File: src/sv/ppte_pkg.sv
// Shared constants and types for the piecewise polynomial trajectory evaluator.
`default_nettype none
package ppte_pkg;
    localparam int MaxPieces = 32;
    localparam int PolyOrder = 8;
    localparam int Slots = 8;
    localparam int Axes = 3;
    localparam int FracBits = 24;
    localparam int PieceW = $clog2(MaxPieces);
    localparam int CountW = $clog2(MaxPieces + 1);
    localparam int SlotW = 3;
    localparam int CoefDepth = MaxPieces * Axes * Slots;
    localparam int CoefAddrW = $clog2(CoefDepth);

    localparam logic [1:0] KIND_COEF = 2'd0;
    localparam logic [1:0] KIND_DUR = 2'd1;
    localparam logic [1:0] KIND_QUERY = 2'd2;

    localparam logic [1:0] AXIS_X = 2'd0;
    localparam logic [1:0] AXIS_Y = 2'd1;
    localparam logic [1:0] AXIS_Z = 2'd2;
    localparam logic [1:0] AXIS_NONE = 2'd3;

    localparam logic [27:0] LEAD_RESET = 28'd4026532;

    localparam logic signed [47:0] MAX48 = {1'b0, {47{1'b1}}};
    localparam logic signed [47:0] MIN48 = {1'b1, {47{1'b0}}};

    // Coefficient word address: (piece*3 + axis)*8 + slot.
    function automatic logic [CoefAddrW-1:0] coef_addr(input logic [PieceW-1:0] p,
                                                      input logic [1:0] a,
                                                      input logic [SlotW-1:0] s);
        logic [CoefAddrW+1:0] r;
        r = ((CoefAddrW + 2)'(p) * (CoefAddrW + 2)'(Axes) + (CoefAddrW + 2)'(a))
            * (CoefAddrW + 2)'(Slots) + (CoefAddrW + 2)'(s);
        return r[CoefAddrW-1:0];
    endfunction

    function automatic logic signed [47:0] sat48(input logic signed [49:0] x);
        if (x > 50'sd140737488355327) return MAX48;
        if (x < -50'sd140737488355328) return MIN48;
        return x[47:0];
    endfunction
endpackage
`default_nettype wire

File: src/sv/ppte_mac.sv
// Multi-cycle Horner step: round(acc*t/2^24) saturated, plus coefficient, saturated.
`default_nettype none
module ppte_mac (
    input  wire logic               clk,
    input  wire logic               rst_n,
    input  wire logic               start,
    input  wire logic signed [47:0] acc,
    input  wire logic signed [33:0] t,
    input  wire logic signed [47:0] coef,
    output logic                    done,
    output logic signed [47:0]      result
);
    // Magnitudes: |acc|<=2^47 (48 bits), |t|<2^34. Product split into
    // acc_mag = ah*2^24 + al, four 24x34 partial products would exceed need;
    // use two 24x34 products, one in PH_LO and one in PH_HI.
    localparam logic [1:0] PH_IDLE = 2'd0;
    localparam logic [1:0] PH_LO   = 2'd1;
    localparam logic [1:0] PH_HI   = 2'd2;
    localparam logic [1:0] PH_SUM  = 2'd3;
    localparam int FracBitsL = ppte_pkg::FracBits;

    logic [1:0]  phase_reg, phase_next;
    logic        neg_reg;
    logic [47:0] ma_reg;
    logic [33:0] mb_reg;
    logic [57:0] plo_reg;
    logic [57:0] phi_reg;
    logic signed [47:0] coef_reg;
    logic signed [47:0] result_reg;
    logic        done_reg;

    logic [47:0] ma_c;
    logic [33:0] mb_c;
    logic [57:0] prod_c;
    logic [23:0] mul_a;
    logic [47:0] limit;
    logic [47:0] mag;
    logic signed [49:0] sum;
    logic signed [47:0] prod_s;

    assign ma_c = acc[47] ? 48'(-acc) : acc;
    assign mb_c = t[33] ? 34'(-t) : t;
    assign mul_a = (phase_reg == PH_LO) ? ma_reg[23:0] : ma_reg[47:24];
    assign prod_c = 58'(mul_a) * 58'(mb_reg);
    assign limit = neg_reg ? 48'h8000_0000_0000 : 48'h7FFF_FFFF_FFFF;

    // hi*mb + ((lo*mb + 2^23) >> 24); no overflow of 83 bits.
    always_comb
    begin
        logic [82:0] m;
        m = 83'(phi_reg) + 83'((plo_reg + 58'd8388608) >> FracBitsL);
        mag = (m > 83'(limit)) ? limit : m[47:0];
    end

    assign prod_s = neg_reg ? 48'(-mag) : mag;
    assign sum = 50'(prod_s) + 50'(coef_reg);

    always_comb
    begin
        phase_next = phase_reg;
        case (phase_reg)
            PH_IDLE: if (start) phase_next = PH_LO;
            PH_LO:   phase_next = PH_HI;
            PH_HI:   phase_next = PH_SUM;
            PH_SUM:  phase_next = PH_IDLE;
            default: phase_next = PH_IDLE;
        endcase
    end

    always_ff @(posedge clk or negedge rst_n)
    begin
        if (!rst_n)
        begin
            phase_reg <= PH_IDLE;
            done_reg <= 1'b0;
        end
        else
        begin
            phase_reg <= phase_next;
            done_reg <= (phase_reg == PH_SUM);
        end
    end

    always_ff @(posedge clk)
    begin
        if (phase_reg == PH_IDLE && start)
        begin
            ma_reg <= ma_c;
            mb_reg <= mb_c;
            neg_reg <= (acc[47] != t[33]) && (acc != 48'sd0) && (t != 34'sd0);
            coef_reg <= coef;
        end
        if (phase_reg == PH_LO) plo_reg <= prod_c;
        if (phase_reg == PH_HI) phi_reg <= prod_c;
        if (phase_reg == PH_SUM) result_reg <= ppte_pkg::sat48(sum);
    end

    assign done = done_reg;
    assign result = result_reg;
endmodule
`default_nettype wire

File: config.mk
export PLATFORM = sky130hd
export DESIGN_NAME = ppte_mac
export DESIGN_NICKNAME = d
export VERILOG_FILES = /design/src/sv/ppte_pkg.sv /design/src/sv/ppte_mac.sv
export SDC_FILE = /design/constraint.sdc
export NUM_CORES = 2
export LEC_CHECK = 0
export BUFFER_PORTS_ARGS = -buffer_cell sky130_fd_sc_hd__buf_2
export CORE_MARGIN = 8
export CORE_UTILIZATION = 55
export CTS_CLUSTER_DIAMETER = 40
export DETAILED_ROUTE_END_ITERATION = 10
export MAX_ROUTING_LAYER = met4
export PLACE_DENSITY = 0.72
export SYNTH_ARGS = -nofsm -noshare
export SYNTH_HDL_FRONTEND = slang
export SYNTH_SLANG_ARGS = --single-unit
File: constraint.sdc
create_clock -name clk -period 14.17 [get_ports clk]
set_clock_uncertainty 0.1 [all_clocks]
set_input_delay 2.1255 -clock clk [delete_from_list [all_inputs] [get_ports clk]]
set_output_delay 2.1255 -clock clk [all_outputs]
set_load 0.1 [all_outputs]
==> impl_metrics.ini <==
[logic_synthesis]
synth_top_cell_area_share_pct = 31.70
synthesis.area_mm2 = 0.04446
synth_cells = 4728
ys_seq_area_share_pct = 18.54
ys_types = 84
synth_area_leader_cell = fa_1
synth_top_cells_by_area = fa_1, edfxtp_1, ha_1
synth_top_flop_cell = edfxtp_1
synth_edf_count = 272
synthTopCellsByCount = inv_1, fa_1, nand2_1, ha_1, edfxtp_1
ys_ff_latch = 275
synth_warnings = 0
synthArstFlopShare_pct = 1.091
synth_most_common_cell = inv_1
syn_nets = 5895
syn_area_per_cell_um2 = 9.404

[cells_and_area]
largest_reg_flops = 58
nets = 5985
antennaDiodeCount = 0
drive_gt1_share_pct = 8.041
final-seq-area_mm2 = 0.008243
multi_input_area_mm2 = 0.03275
fillCellCount = 6861
fin_cells = 5910
syn_to_final_growth_pct = 8.023

[clocking]
clk_pin_slew_worst_paths_ns = 0.06
cts_buffer_depth = 3
htreeDepth = 2
ctsHoldBuffers = 0
postCtsSetupBuffers = 0
insertion_delay_ns = 0.60
cts.sinks = 275
cts.repair.resized = 0
root_buffer = clkbuf_16
cts_tree = done
cts_made_buffers = 42

[critical_path]
rr_worst_depth = 48
crit_top_cell = ha_1
critPathLaunchType = register
endpoint_kind = register
rrSetupSlack_ns = 1.14
crit_end = result[45]
r2r-end = result[45]
slowest_delay_ns = 0.60
path_class = register to register
rr_startpoint = plo_reg[30]
critPathSlowestCell = a2111oi_0
crit_fanout = 10
crit_required_ns = 14.38
critPathLaunch = plo_reg[30]
crit_arrival_ns = 13.24

[routing]
wirelength_um = 121700
ant_nets = 0
vias = 34400
post_drt_via_cell_ratio = 5.820
wire_per_inst_um = 20.59
route.detailed.drc = 0
drt-initial-drc-count = 2595
dr.pass1.iters = 6

[sta]
max_freq_mhz = 76.74
fin_setup_tns_ns = 0
slew_viol_final = 0
rsz0062_at_grt = false
fin_crit_ns = 13.03
slew_headroom_pct = 20.48
setup_viol = 0
worst_slew_pin_slew_ns = 1.193
hold_viol_final = 0
period_share_pct = 91.96

[place]
place_inst = 5834
portBuffers = 181
gp_congestion = 0.9667
dp_hpwl_um = 94010

[floorplan]
die_area_mm2 = 0.09019
core.rowCount = 104
dieWidth_um = 300.3
io_pins = 182
core-area_mm2 = 0.08029
start_util_pct = 55.38
die_y_um = 300.3

[grt]
antenna_found_initial = 0
grt_usage_pct = 27.98
grt_max_degree = 91
overflow = 0
grt_pass1_wl_um = 194400
grt_pass1_vias = 35690

[flow_run]
max_cap_violations = 0

[worst_hold_path]
hold_class = register to register

[outcome]
status = finished clean
==> cell families (layout without fill, tap and decap cells) <==
logic type	after synthesis	after routing	synth area share [%]
AO/OA/AOI/OAI	709	709	10.40
XOR/XNOR	245	245	4.826
adder cells (fa/ha/maj)	1043	1043	41.19
buffers and inverters	951	1073	8.032
flip-flops	275	275	18.54
multiplexers	35	35	0.8443
AND/OR/NAND/NOR	1470	1470	16.17
==> layout by cell type (no fill, tap or decap), drive strengths merged, types with 25 or more instances in the layout <==
master  instances
a21o          121
a21oi         208
a31oi          30
and2           92
and3           43
buf           257
clkbuf         45
edfxtp        272
fa            704
ha            330
inv           751
nand2         687
nand2b         34
nand3          63
nand4          52
nor2          134
nor2b         213
nor3           44
o21a           28
o21ai         120
o31ai          38
or3            25
or4            33
xnor2         194
xor2           51
==> worst min-delay path by stage <==
stage,from,end,slack [ns],cells past startpoint
finish,phase_reg[1],phase_reg[1],0.49,1
global route,phase_reg[1],phase_reg[1],0.51,1
CTS,phase_reg[1],phase_reg[1],0.50,1
detailed placement,phase_reg[1],phase_reg[1],0.49,1
global placement,phase_reg[1],phase_reg[1],0.48,1
floorplan,phase_reg[1],phase_reg[1],0.43,1
==> critical path, delay by kind of cell (launching register included) <==
family / cells / cell delay (ns)
fa+ha+maj: 5 / 1.77
mux: 1 / 0.20
flops: 1 / 0.42
buf+inv: 3 / 0.44
xor+xnor: 3 / 0.54
compound gates: 20 / 5.66
simple gates: 16 / 3.61
==> cell type report <==
cell class / count / share of cell area [%]
Multi-Input combinational cell: 3502 / 68.19
Sequential cell: 275 / 17.16
Inverter: 740 / 5.784
Timing Repair Buffer: 257 / 3.074
Tap cell: 1060 / 2.761
Clock buffer: 45 / 2.212
Clock inverter: 31 / 0.8154
==> through the flow <==
stage	hold WS [ns]	utilization [%]	instance area (um^2)	setup WS, ns
after floorplan	0.4329	-	44460	2.631
after global placement	0.4832	58.01	46570	1.512
after detailed placement	0.4868	58.01	46570	1.270
after CTS	0.5012	59.82	48030	1.242
after global routing	0.5119	59.82	48030	0.05155
final	0.4919	59.82	48030	1.140
==> routing by layer <==
layer  vias to the layer above  part of all wire [%]  track usage (%)
li1                      15600                     -                -
met1                     17000                    39            34.96
met2                      1496                    48            45.14
met3                       300                   8.5            5.494
met4                         0                   4.4            10.46
met5                         -                     0                -
Power is not shown: default switching activity piles up to over one toggle a cycle in this logic, so the estimate is an artifact.
